File: src/rtl/brf_pkg.sv
// ----------------------------------------------------------------------------
// brf_pkg
// Shared types and constants of the byte ring FIFO with peek.
// ----------------------------------------------------------------------------
package brf_pkg;

  localparam int unsigned DEPTH_DEFAULT = 16;
  localparam int unsigned MAX_RESULTS   = 16;
  localparam int unsigned CAP_W         = 5;
  localparam int unsigned LOOK_W        = 5;
  localparam int unsigned OCC_W         = 5;
  localparam int unsigned CNT_W         = $clog2(MAX_RESULTS + 1);

  localparam logic [CAP_W-1:0] CAP_RESET = CAP_W'(16);

  typedef enum logic [2:0] {
    CMD_PUT     = 3'd0,
    CMD_TRY_PUT = 3'd1,
    CMD_GET     = 3'd2,
    CMD_PEEK    = 3'd3,
    CMD_CLEAR   = 3'd4
  } cmd_t;

  typedef struct packed {
    logic [2:0]        cmd;
    logic [7:0]        data_in;
    logic [LOOK_W-1:0] look_ahead;
  } in_t;

  typedef struct packed {
    logic             status;
    logic             data_valid;
    logic [7:0]       data_out;
    logic             last;
    logic [OCC_W-1:0] occupancy;
    logic             is_full;
    logic             is_empty;
  } out_t;

  // controller to datapath
  typedef struct packed {
    logic do_put;
    logic do_get;
    logic do_clear;
    logic rd_head;
    logic rd_next;
    logic out_load;
    logic out_ram;
    logic out_status;
    logic out_last;
  } dp_cmd_t;

  // datapath to controller
  typedef struct packed {
    logic empty;
    logic full;
    logic peek_bad;
  } dp_sts_t;

endpackage

File: src/rtl/byte_ring_fifo_with_peek.sv
// ----------------------------------------------------------------------------
// byte_ring_fifo_with_peek
// Byte ring FIFO with overwrite put, try put, get, peek and clear; the
// capacity in use comes from a configuration register, clamped to 1..DEPTH.
// ----------------------------------------------------------------------------
//  channel | ports                           | moves
//  --------+---------------------------------+------------------------------
//  in      | in_valid, in_ready, in_data     | one command transaction
//  out     | out_valid, out_ready, out_data  | one result transaction
//  cfg     | cfg_we, cfg_wdata               | capacity write, no wait
//
//  Put, try put, clear, unknown and rejected commands: loaded on acceptance.
//  Get: one registered store read, loaded in S_GET once the output is free.
//  Peek of N bytes: one store read per byte, loaded when the output is free.
//  A new command is taken when idle and the output is free or being taken.
//  Reset is synchronous; the byte store needs no clearing pass.
// ----------------------------------------------------------------------------
module byte_ring_fifo_with_peek #(
  parameter int unsigned DEPTH = brf_pkg::DEPTH_DEFAULT
) (
  input  logic                      clk,
  input  logic                      rst_n,
  input  logic                      cfg_we,
  input  logic [brf_pkg::CAP_W-1:0] cfg_wdata,
  input  logic                      in_valid,
  output logic                      in_ready,
  input  brf_pkg::in_t              in_data,
  output logic                      out_valid,
  input  logic                      out_ready,
  output brf_pkg::out_t             out_data
);

  brf_pkg::dp_cmd_t dp_cmd;
  brf_pkg::dp_sts_t dp_sts;

  brf_ctrl u_ctrl (
    .clk       (clk),
    .rst_n     (rst_n),
    .in_valid  (in_valid),
    .in_ready  (in_ready),
    .in_cmd    (in_data.cmd),
    .in_look   (in_data.look_ahead),
    .out_valid (out_valid),
    .out_ready (out_ready),
    .dp_cmd    (dp_cmd),
    .dp_sts    (dp_sts)
  );

  brf_dp #(
    .DEPTH (DEPTH)
  ) u_dp (
    .clk       (clk),
    .rst_n     (rst_n),
    .cfg_we    (cfg_we),
    .cfg_wdata (cfg_wdata),
    .in_din    (in_data.data_in),
    .in_look   (in_data.look_ahead),
    .dp_cmd    (dp_cmd),
    .dp_sts    (dp_sts),
    .out_data  (out_data)
  );

endmodule

File: src/rtl/brf_ram.sv
// ----------------------------------------------------------------------------
// brf_ram
// Generic single-write, single-read RAM with registered read data.
// ----------------------------------------------------------------------------
module brf_ram #(
  parameter int unsigned WIDTH = 8,
  parameter int unsigned DEPTH = brf_pkg::DEPTH_DEFAULT
) (
  input  logic                     clk,
  input  logic                     we,
  input  logic [$clog2(DEPTH)-1:0] waddr,
  input  logic [WIDTH-1:0]         wdata,
  input  logic                     re,
  input  logic [$clog2(DEPTH)-1:0] raddr,
  output logic [WIDTH-1:0]         rdata
);

  logic [WIDTH-1:0] mem_r [DEPTH];
  logic [WIDTH-1:0] rdata_r;

  always_ff @(posedge clk) begin
    if (we) begin
      mem_r[waddr] <= wdata;
    end
    if (re) begin
      rdata_r <= mem_r[raddr];
    end
  end

  assign rdata = rdata_r;

endmodule

File: src/rtl/brf_ctrl.sv
// ----------------------------------------------------------------------------
// brf_ctrl
// Command sequencer: decodes transactions, steps gets and peeks, owns
// the output valid.
// ----------------------------------------------------------------------------
module brf_ctrl (
  input  logic                         clk,
  input  logic                         rst_n,
  input  logic                         in_valid,
  output logic                         in_ready,
  input  logic [2:0]                   in_cmd,
  input  logic [brf_pkg::LOOK_W-1:0]   in_look,
  output logic                         out_valid,
  input  logic                         out_ready,
  output brf_pkg::dp_cmd_t             dp_cmd,
  input  brf_pkg::dp_sts_t             dp_sts
);

  typedef enum logic [1:0] {
    S_IDLE,
    S_GET,
    S_PEEK
  } state_t;

  state_t                     state_r, state_nxt;
  logic                       out_valid_r, out_valid_nxt;
  logic [brf_pkg::CNT_W-1:0]  cnt_r, cnt_nxt;
  logic                       out_free;
  logic                       accept;

  assign out_free = !out_valid_r || out_ready;
  assign in_ready = (state_r == S_IDLE) && out_free;
  assign accept   = in_valid && in_ready;
  assign out_valid = out_valid_r;

  always_comb begin
    state_nxt = state_r;
    cnt_nxt   = cnt_r;
    dp_cmd    = '0;
    unique case (state_r)
      S_IDLE: begin
        if (accept) begin
          dp_cmd.out_last = 1'b1;
          unique case (in_cmd)
            brf_pkg::CMD_PUT: begin
              dp_cmd.do_put   = 1'b1;
              dp_cmd.out_load = 1'b1;
            end
            brf_pkg::CMD_TRY_PUT: begin
              dp_cmd.do_put     = !dp_sts.full;
              dp_cmd.out_status = dp_sts.full;
              dp_cmd.out_load   = 1'b1;
            end
            brf_pkg::CMD_GET: begin
              if (dp_sts.empty) begin
                dp_cmd.out_status = 1'b1;
                dp_cmd.out_load   = 1'b1;
              end else begin
                dp_cmd.do_get  = 1'b1;
                dp_cmd.rd_head = 1'b1;
                state_nxt      = S_GET;
              end
            end
            brf_pkg::CMD_PEEK: begin
              if (dp_sts.peek_bad) begin
                dp_cmd.out_status = 1'b1;
                dp_cmd.out_load   = 1'b1;
              end else if (in_look == '0) begin
                dp_cmd.out_load = 1'b1;
              end else begin
                dp_cmd.rd_head = 1'b1;
                cnt_nxt        = brf_pkg::CNT_W'(in_look);
                state_nxt      = S_PEEK;
              end
            end
            brf_pkg::CMD_CLEAR: begin
              dp_cmd.do_clear = 1'b1;
              dp_cmd.out_load = 1'b1;
            end
            default: begin
              dp_cmd.out_status = 1'b1;
              dp_cmd.out_load   = 1'b1;
            end
          endcase
        end
      end
      S_GET: begin
        if (out_free) begin
          dp_cmd.out_load = 1'b1;
          dp_cmd.out_ram  = 1'b1;
          dp_cmd.out_last = 1'b1;
          state_nxt       = S_IDLE;
        end
      end
      S_PEEK: begin
        if (out_free) begin
          dp_cmd.out_load = 1'b1;
          dp_cmd.out_ram  = 1'b1;
          if (cnt_r == brf_pkg::CNT_W'(1)) begin
            dp_cmd.out_last = 1'b1;
            state_nxt       = S_IDLE;
          end else begin
            dp_cmd.rd_next = 1'b1;
            cnt_nxt        = cnt_r - brf_pkg::CNT_W'(1);
          end
        end
      end
      default: begin
        state_nxt = S_IDLE;
      end
    endcase

    if (dp_cmd.out_load) begin
      out_valid_nxt = 1'b1;
    end else if (out_ready) begin
      out_valid_nxt = 1'b0;
    end else begin
      out_valid_nxt = out_valid_r;
    end
  end

  always_ff @(posedge clk) begin
    if (!rst_n) begin
      state_r     <= S_IDLE;
      out_valid_r <= 1'b0;
    end else begin
      state_r     <= state_nxt;
      out_valid_r <= out_valid_nxt;
    end
    cnt_r <= cnt_nxt;
  end

endmodule

File: src/rtl/brf_dp.sv
// ----------------------------------------------------------------------------
// brf_dp
// Datapath: byte store, ring positions, full flag, capacity register and
// the output register.
// ----------------------------------------------------------------------------
module brf_dp #(
  parameter int unsigned DEPTH = brf_pkg::DEPTH_DEFAULT
) (
  input  logic                        clk,
  input  logic                        rst_n,
  input  logic                        cfg_we,
  input  logic [brf_pkg::CAP_W-1:0]   cfg_wdata,
  input  logic [7:0]                  in_din,
  input  logic [brf_pkg::LOOK_W-1:0]  in_look,
  input  brf_pkg::dp_cmd_t            dp_cmd,
  output brf_pkg::dp_sts_t            dp_sts,
  output brf_pkg::out_t               out_data
);

  localparam int unsigned PTR_W = $clog2(DEPTH);
  localparam int unsigned SZ_W  = PTR_W + 1;
  localparam int unsigned CMP_W = (SZ_W > brf_pkg::CAP_W) ? SZ_W : brf_pkg::CAP_W;

  logic [brf_pkg::CAP_W-1:0] cap_r;
  logic [PTR_W-1:0]          wr_r, wr_nxt;
  logic [PTR_W-1:0]          rd_r, rd_nxt;
  logic                      full_r, full_nxt;
  logic [PTR_W-1:0]          pk_r;
  brf_pkg::out_t             out_r;

  logic [SZ_W-1:0]  cap_use;
  logic [CMP_W-1:0] cap_ext;
  logic [PTR_W-1:0] wr_wrap, rd_wrap, pk_wrap;
  logic [SZ_W-1:0]  held_cur, held_nxt;
  logic             empty_cur;
  logic [CMP_W-1:0] look_ext;
  logic [CMP_W-1:0] held_ext;
  logic [7:0]       ram_rdata;
  logic             ram_re;
  logic [PTR_W-1:0] ram_raddr;

  function automatic logic [PTR_W-1:0] wrap_next(input logic [PTR_W-1:0] pos,
                                                 input logic [SZ_W-1:0]  cap);
    logic [SZ_W-1:0] n;
    n = SZ_W'(pos) + SZ_W'(1);
    return (n >= cap) ? '0 : n[PTR_W-1:0];
  endfunction

  function automatic logic [SZ_W-1:0] held_of(input logic [PTR_W-1:0] wr,
                                              input logic [PTR_W-1:0] rd,
                                              input logic             full,
                                              input logic [SZ_W-1:0]  cap);
    logic [SZ_W-1:0] d;
    d = SZ_W'(wr) - SZ_W'(rd);
    if (full) begin
      return cap;
    end else if (wr >= rd) begin
      return d;
    end else begin
      return cap + d;
    end
  endfunction

  assign cap_ext = CMP_W'(cap_r);

  always_comb begin
    if (cap_ext == '0) begin
      cap_use = SZ_W'(1);
    end else if (cap_ext > CMP_W'(DEPTH)) begin
      cap_use = SZ_W'(DEPTH);
    end else begin
      cap_use = SZ_W'(cap_r);
    end
  end

  assign wr_wrap = wrap_next(wr_r, cap_use);
  assign rd_wrap = wrap_next(rd_r, cap_use);
  assign pk_wrap = wrap_next(pk_r, cap_use);

  assign held_cur  = held_of(wr_r, rd_r, full_r, cap_use);
  assign empty_cur = !full_r && (wr_r == rd_r);
  assign look_ext  = CMP_W'(in_look);
  assign held_ext  = CMP_W'(held_cur);

  assign dp_sts.empty    = empty_cur;
  assign dp_sts.full     = full_r;
  assign dp_sts.peek_bad = empty_cur || (look_ext > held_ext)
                           || (in_look > brf_pkg::LOOK_W'(brf_pkg::MAX_RESULTS));

  always_comb begin
    wr_nxt   = wr_r;
    rd_nxt   = rd_r;
    full_nxt = full_r;
    if (dp_cmd.do_clear) begin
      wr_nxt   = '0;
      rd_nxt   = '0;
      full_nxt = 1'b0;
    end else if (dp_cmd.do_put) begin
      if (full_r) begin
        rd_nxt = rd_wrap;
      end
      wr_nxt   = wr_wrap;
      full_nxt = (wr_wrap == (full_r ? rd_wrap : rd_r));
    end else if (dp_cmd.do_get) begin
      rd_nxt   = rd_wrap;
      full_nxt = 1'b0;
    end
  end

  assign held_nxt = held_of(wr_nxt, rd_nxt, full_nxt, cap_use);

  assign ram_re    = dp_cmd.rd_head || dp_cmd.rd_next;
  assign ram_raddr = dp_cmd.rd_head ? rd_r : pk_wrap;

  brf_ram #(
    .WIDTH (8),
    .DEPTH (DEPTH)
  ) u_ram (
    .clk   (clk),
    .we    (dp_cmd.do_put),
    .waddr (wr_r),
    .wdata (in_din),
    .re    (ram_re),
    .raddr (ram_raddr),
    .rdata (ram_rdata)
  );

  always_ff @(posedge clk) begin
    if (!rst_n) begin
      cap_r  <= brf_pkg::CAP_RESET;
      wr_r   <= '0;
      rd_r   <= '0;
      full_r <= 1'b0;
    end else if (cfg_we) begin
      cap_r  <= cfg_wdata;
      wr_r   <= '0;
      rd_r   <= '0;
      full_r <= 1'b0;
    end else begin
      wr_r   <= wr_nxt;
      rd_r   <= rd_nxt;
      full_r <= full_nxt;
    end
    if (ram_re) begin
      pk_r <= ram_raddr;
    end
    if (dp_cmd.out_load) begin
      out_r.status     <= dp_cmd.out_status;
      out_r.data_valid <= dp_cmd.out_ram;
      out_r.data_out   <= dp_cmd.out_ram ? ram_rdata : 8'd0;
      out_r.last       <= dp_cmd.out_last;
      out_r.occupancy  <= brf_pkg::OCC_W'(held_nxt);
      out_r.is_full    <= full_nxt;
      out_r.is_empty   <= !full_nxt && (wr_nxt == rd_nxt);
    end
  end

  assign out_data = out_r;

endmodule
File: config.mk
export PLATFORM = sky130hd
export DESIGN_NAME = byte_ring_fifo_with_peek
export DESIGN_NICKNAME = d
export VERILOG_FILES = /design/src/rtl/brf_pkg.sv /design/src/rtl/byte_ring_fifo_with_peek.sv /design/src/rtl/brf_ram.sv /design/src/rtl/brf_ctrl.sv /design/src/rtl/brf_dp.sv
export SDC_FILE = /design/constraint.sdc
export NUM_CORES = 1
export LEC_CHECK = 0
export ABC_AREA = 1
export BUFFER_PORTS_ARGS = -buffer_cell sky130_fd_sc_hd__buf_2
export CAP_MARGIN = 40
export CELL_PAD_IN_SITES_DETAIL_PLACEMENT = 0
export CELL_PAD_IN_SITES_GLOBAL_PLACEMENT = 2
export CORE_MARGIN = 2
export CORE_UTILIZATION = 35
export DETAILED_ROUTE_END_ITERATION = 10
export PLACE_DENSITY_LB_ADDON = 0.1
export SLEW_MARGIN = 5
export SYNTH_ARGS = -nofsm -noshare
export SYNTH_HDL_FRONTEND = slang
export SYNTH_SLANG_ARGS = --single-unit
export TNS_END_PERCENT = 100
File: constraint.sdc
create_clock -name clk -period 4.1 [get_ports clk]
set_input_delay 0.82 -clock clk [delete_from_list [all_inputs] [get_ports clk]]
set_output_delay 0.82 -clock clk [all_outputs]
set_load 0.05 [all_outputs]
# After elaboration in Yosys (flattened, before gate mapping)
# Memory sizes are Yosys's and may differ from the RTL's. A register that Yosys moved wholly into a read port is not among the register bits.
# Cells that the tools add are included.
classes:
  n_addsub: 8
  n_mul: 0
  div: 0
  order_cmp: 8
  n_eq_ne: 22
  shifts: 0
  n_mux: 66
  bitwise_logic: 1
  n_reduce_logical: 22
op_table:
  columns: ["operator", "n"]
  rows:
  - ["$mux 5", 12]
  - ["$mux 4", 12]
  - ["$mux 1", 23]
  - ["$mux 2", 8]
  - ["$add 4x1->5 const B", 3]
  - ["$ge 5x5->1", 3]
  - ["$eq 4x4->1", 3]
  - ["$ne 3x3->1 const B", 4]
  - ["$add 5x5->5", 2]
  - ["$gt 5x5->1 const B", 2]
  - ["$logic_not 5->1", 2]
  - ["$pmux 5 s2", 1]
  - ["$sub 4x4->5", 2]
  - ["$ge 4x4->1", 2]
  - ["$ne 2x1->1 const B", 4]
  - ["$ne 2x2->1 const B", 4]
  - ["$pmux 1 s2", 4]
  - ["$reduce_and 8->1", 1]
  - ["$reduce_and 7->1", 1]
  - ["$eq 3x2->1 const B", 2]
  - ["$pmux 1 s3", 2]
  - ["$pmux 2 s3", 1]
  - ["$eq 5x1->1 const B", 1]
  - ["$gt 5x5->1", 1]
  - ["17 further kinds", 27]
totals:
  register_bits: 44
  latch_bits: 0
  mem_bits_rw: 128
  romBits: 0
  inputBits: 26
  elab_cells: 143
  mem_count: 1
memory_table:
  columns: ["name", "depth", "word_bits", "rd", "rd_clocked_by_memory_dff", "wr", "line_no", "source"]
  rows:
  - ["u_dp.u_ram.mem_r", 16, 8, 1, 1, 1, "brf_ram.sv:18", "logic [WIDTH-1:0] mem_r [DEPTH];"]

# Logic depth before layout (Yosys ltp)
depth:
  word_depth: 20
  ltp_mapped: 37
  depth_no_buf: 35

# By module
# From an unflattened synthesis, not the netlist that was laid out.
hier_totals:
  hier_cells: 1067
  hier_area_um2: 9669.3
modules_own_cells:
  columns: ["module", "n_inst", "cells_per_inst", "area_each_um2"]
  rows:
  - ["brf_ram", 1, 552, 5850.6]
  - ["brf_dp", 1, 412, 3101.7]
  - ["brf_ctrl", 1, 103, 716.9]

# Least setup slack after synthesis
# Ideal clock, no wire load.
synth_timing:
  path_type: "reg-to-reg"
  startpoint: "register u_dp.wr_r[0]"
  endpoint: "register u_dp.out_r, in the netlist u_dp.out_data[0] (enable)"
  setup_time_ns: 0.406
  arrival_ns: 4.020
  required_time_ns: 3.694
  slack_ns: -0.326
  path_stages_with_launch: 29
  path_buffers: 0
  cell_sequence: "dfxtp_1 -> inv_1 -> ha_1 -> inv_1 -> fa_1 -> inv_1 -> nand2_1 -> nand2_1 -> inv_1 -> ha_1 -> inv_1 -> nand2_1 -> nand2_1 -> nand2_1 -> a21oi_1 -> xor2_1 -> nand2_1 -> nand2_1 -> nand2_1 -> nand2_1 -> ha_1 -> nand2_1 -> nor2_1 -> nand2_1 -> nand3_1 -> nand2_1 -> nand4_4 -> nand3_1 -> a31oi_1"
synth_lines:
  columns: ["item", "line_no", "source"]
  rows:
  - ["from (decl)", "brf_dp.sv:25", "logic [PTR_W-1:0] wr_r, wr_nxt;"]
  - ["from (signal assigned)", "brf_dp.sv:140", "wr_r <= wr_nxt;"]
  - ["to (decl)", "brf_dp.sv:29", "brf_pkg::out_t out_r;"]

# Final worst setup path
layout_timing:
  startpoint: "register u_dp.wr_r[0]"
  endpoint: "register u_dp.u_ram.rdata_r[7], in the netlist u_dp.u_ram.rdata[7] (read register of u_dp.u_ram.mem_r), data pin"
layout_between:
  elab_chain_len: 12
layout_rtl:
  columns: ["item", "line_no", "source"]
  rows:
  - ["$sub 4x4->5", "brf_dp.sv:54", "d = SZ_W'(wr) - SZ_W'(rd);"]
  - ["$add 5x5->5", "brf_dp.sv:60", "return cap + d;"]
  - ["$mux 5", "brf_dp.sv:57", "end else if (wr >= rd) begin"]
  - ["$mux 5", "brf_dp.sv:55", "if (full) begin"]
  - ["$gt 5x5->1", "brf_dp.sv:87", "assign dp_sts.peek_bad = empty_cur || (look_ext > held_ext)"]
  - ["$logic_or 1x1->1", "brf_dp.sv:87", null]
  - ["$logic_or 1x1->1", "brf_dp.sv:88", "|| (in_look > brf_pkg::LOOK_W'(brf_pkg::MAX_RESULTS));"]
  - ["$mux 1", "brf_ctrl.sv:65", "if (dp_sts.peek_bad) begin"]
  - ["$pmux 1 s2 *", "brf_ctrl.sv:44", "unique case (in_cmd)"]
  - ["$mux 4 *", "brf_ctrl.sv:42", "if (accept) begin"]
  - ["$mux 4 *", "brf_ctrl.sv:40", "unique case (state_r)"]
  - ["$mux 4 / $logic_or 1x1->1 (equally long branches)", "brf_dp.sv:113, brf_dp.sv:112", null]
  - ["to (decl)", "brf_ram.sv:19", "logic [WIDTH-1:0] rdata_r;"]
# Mark *: on every way between the ends. The rest lies on a longest branch, timed or not.
# A chain may end at the register's enable or synchronous reset.

==> summary.md <==
| Metric | Value |
|---|---|
| Met2 WL | 13870 um |
| Post-synth top area share | 50.00% |
| Area Growth Syn to Fin | 38.77% |
| Initial antenna violation count | 0 |
| Fin Hold WS | 0.4761 ns |
| Buffers on Ports | 45 |
| Synth Register Bits | 180 |
| Vias | 8007 |
| Num CTS Buffers | 17 |
| Layout cell share with drive strength beyond 1 | 33.80% |
| Max-cap violations | 0 |
| Core Footprint | 27630 um2 |
| Tcrit/Tclk final | 105.4% |
| Die H | 171.2 um |
| Detailed Route Iter0 Violations | 608 |
| Post-Syn Area | 9789 um2 |
| Clock skew | 0.01676 ns |
| Top Ports | 46 |
| Cells taking the most area after synthesis | edfxtp_1 50%, nand3_1 9.5%, nand2_1 8.4% |
| Fmax | 231.5 MHz |
| Mapped Cells | 1080 |
| Ys async rst share | 0% |
| Syn Area/Cell | 9.064 um2 |
| CTS sink cnt | 180 |
| Dpl hpwl | 20350 um |
| Top Metal Used | met4 |
| Vias in the first global route | 7551 |
| Critical-path top delay cell | fa_1 |
| Synth Flop Type | edfxtp_1 |
| Post-synth net total | 1157 |
| RSZ-0062 raised after global routing | yes |
| Worst r2r path cells | 28 |
| M1 wire length | 15380 um |
| Family with the most delay on the worst path | simple AND/OR/NAND/NOR gates |
| Fin. Hold Viols | 0 |
| Number of fill cells in the layout | 2669 |
| DR vias/cell | 4.800 |
| Synth cell count leaders | 218 x nand2_1, 209 x inv_1, 186 x nand3_1 |
| Placement Setup Slack | -0.5000 ns |
| Post-layout min period | 4.319 ns |
| FP Rows | 61 |
| GRT overflow | 0 |
| Final setup viols | 8 |
| Netlist cell types | 46 |
| Die X | 171.2 um |
| Max clock buf depth | 2 |
| Actual slew at the worst max-slew pin | 0.8651 ns |
| Maximum vdd drop | 0.2760 mV |
| CTS root buffer | clkbuf_16 |
| DRT antenna net count | 0 |
| Outcome | finished, violations left |
| HP Class | flop to flop |
| Slowest stage delay, CP | 0.46 ns |
| YS warnings | 0 |
| EDFF count, synth | 163 |
| Wire length on met3 | 1306 um |
| Final Total Pwr | 7.613 mW |
| Wire length per cell | 18.55 um |
| Full die area | 29320 um2 |
| CP dominant cell by count | nand3_2 |
| Crit path max fanout | 5 |
| Register area share after synthesis | 53.48% |
| Kind of end point of the critical path | flop |
| Relative slew slack | 42.12% |
| Largest net degree at the start of global routing | 34 |
| Startpoint types | flop |
| First-pass GRT wire length | 46260 um |
| Most common cell in the netlist | nand2_1 |
| Hold buffer count at CTS | 0 |
| Max H-tree Level | 4 |
| Routability cong. | 0.8311 |
| Static leakage | 6.077 nW |
| Violated checks | setup timing |
| Crit path buf inv count | 5 |
| Antenna cells | 0 |
| # DRC | 0 |
| TritonCTS clock tree | built |
| Clock transition at the registers of the reported paths | 0.09 ns |
| Kind of critical path | flop to flop |
| P per Cell Area | 560.4 nW/um2 |
| GRT Overall Usage | 21.41% |
| Nets | 1354 |
| 1st-pass router iterations | 5 |
| Data required, critical path | 4.29 ns |
| Post-synth top area cell | edfxtp_1 |
| CP arrival | 4.51 ns |
| Worst Hold Depth | 2 |
| Setup ws final | -0.2194 ns |
| Clk_lat worst skew | 0.44 ns |
| Max-slew violation count | 0 |
| Crit path depth | 28 |
| Routed wire length | 30940 um |
| Initial Utilization | 35.43% |
-- cell usage in the layout, fill, tap and decap left out, types with 20 or more instances in the layout --
cell type	synthesis	final
nand2_2	6	33
nand3_2	1	83
inv_1	209	199
nor2_1	59	56
buf_4	5	117
nand3_1	186	98
buf_12	0	23
o21ai_0	34	28
a21oi_1	28	22
clkbuf_16	0	20
edfxtp_1	163	163
buf_2	17	45
nand2_1	218	181
ha_1	48	37
-- tightest hold or removal path, cell delays in order, from the launching register on --
cell and delay [ns]:
dfxtp_1 0.31, inv_2 0.07, a21oi_1 0.06
-- metal layers --
metal	global-route usage [%]	up-vias
met5	0	-
met4	5.011	0
met3	3.682	26
met2	31.98	184
met1	32.23	3830
li1	-	3967
-- cell type report --
type	count	area [um2]	share of cell area, %
clock inverter	14	162.7	1.197
multi-input combinational	658	4513	33.22
timing repair buffer	204	1944	14.31
clock buffer	18	429.2	3.159
sequential	180	5240	38.57
tap	378	473.0	3.482
inverter	216	822.0	6.051
-- sequential cells by signal (all words and copies together), names as in the netlist, 2 cells and up --
name              count
u_dp.pk_r             4
u_ctrl.cnt_r          5
u_dp.cap_ext          5
u_dp.wr_r             4
u_dp.u_ram.rdata      8
u_dp.u_ram.mem_r    128
u_dp.rd_r             4
u_ctrl.state_r        2
u_dp.out_data        18
-- metrics by stage --
step	utilization [%]	instance area, um2	setup TNS [ns]	cells
4_1_cts	46.55	12860	-2.172	1659
3_3_place_gp	41.23	11390	-4.051	1596
5_1_grt	49.17	13580	-7.780	1668
3_5_place_dp	41.28	11410	-4.531	1598
2_1_floorplan	-	9806	0	1080
6_report	49.17	13580	-1.602	1668
-- timing repair --
action | 4_1_cts | 5_1_grt
endpoints found under the setup margin | 24 | 48
pin swaps | 34 | 67
gates resized for setup | 93 | 139
buffers inserted | 20 | 10
gates cloned | 10 | 4
-- where the power goes --
| group | leakage, nW | total [mW] | internal (mW) | switching (mW) |
|---|---|---|---|---|
| logic | 4.17 | 3.66 | 1.47 | 2.19 |
| clock network | 0.280 | 1.67 | 0.823 | 0.850 |
| registers | 1.63 | 2.28 | 2.23 | 0.0521 |
| total | 6.08 | 7.61 | 4.52 | 3.09 |
-- path summary, 6_finish.rpt --
path	startpoint	end	slack (ns)
setup / recovery	u_dp.wr_r[0]	u_dp.u_ram.rdata[7]	-0.22
hold / removal	u_dp.cap_ext[0]	u_dp.cap_ext[0]	0.48
setup reg to reg	u_dp.wr_r[0]	u_dp.u_ram.rdata[7]	-0.22
hold reg to reg	u_dp.cap_ext[0]	u_dp.cap_ext[0]	0.48
-- cells by family (layout without fill, tap and decap cells) --
| group | Yosys count | after routing | share of synthesized area (%) |
|---|---|---|---|
| AND/OR/NAND/NOR | 507 | 508 | 23.58 |
| AO/OA/AOI/OAI | 82 | 82 | 4.716 |
| adder cells (fa/ha/maj) | 51 | 51 | 6.749 |
| XOR/XNOR | 17 | 17 | 1.521 |
| buffers and inverters | 243 | 452 | 9.956 |
| flip-flops | 180 | 180 | 53.48 |
Power figures use the tool's default switching activity.
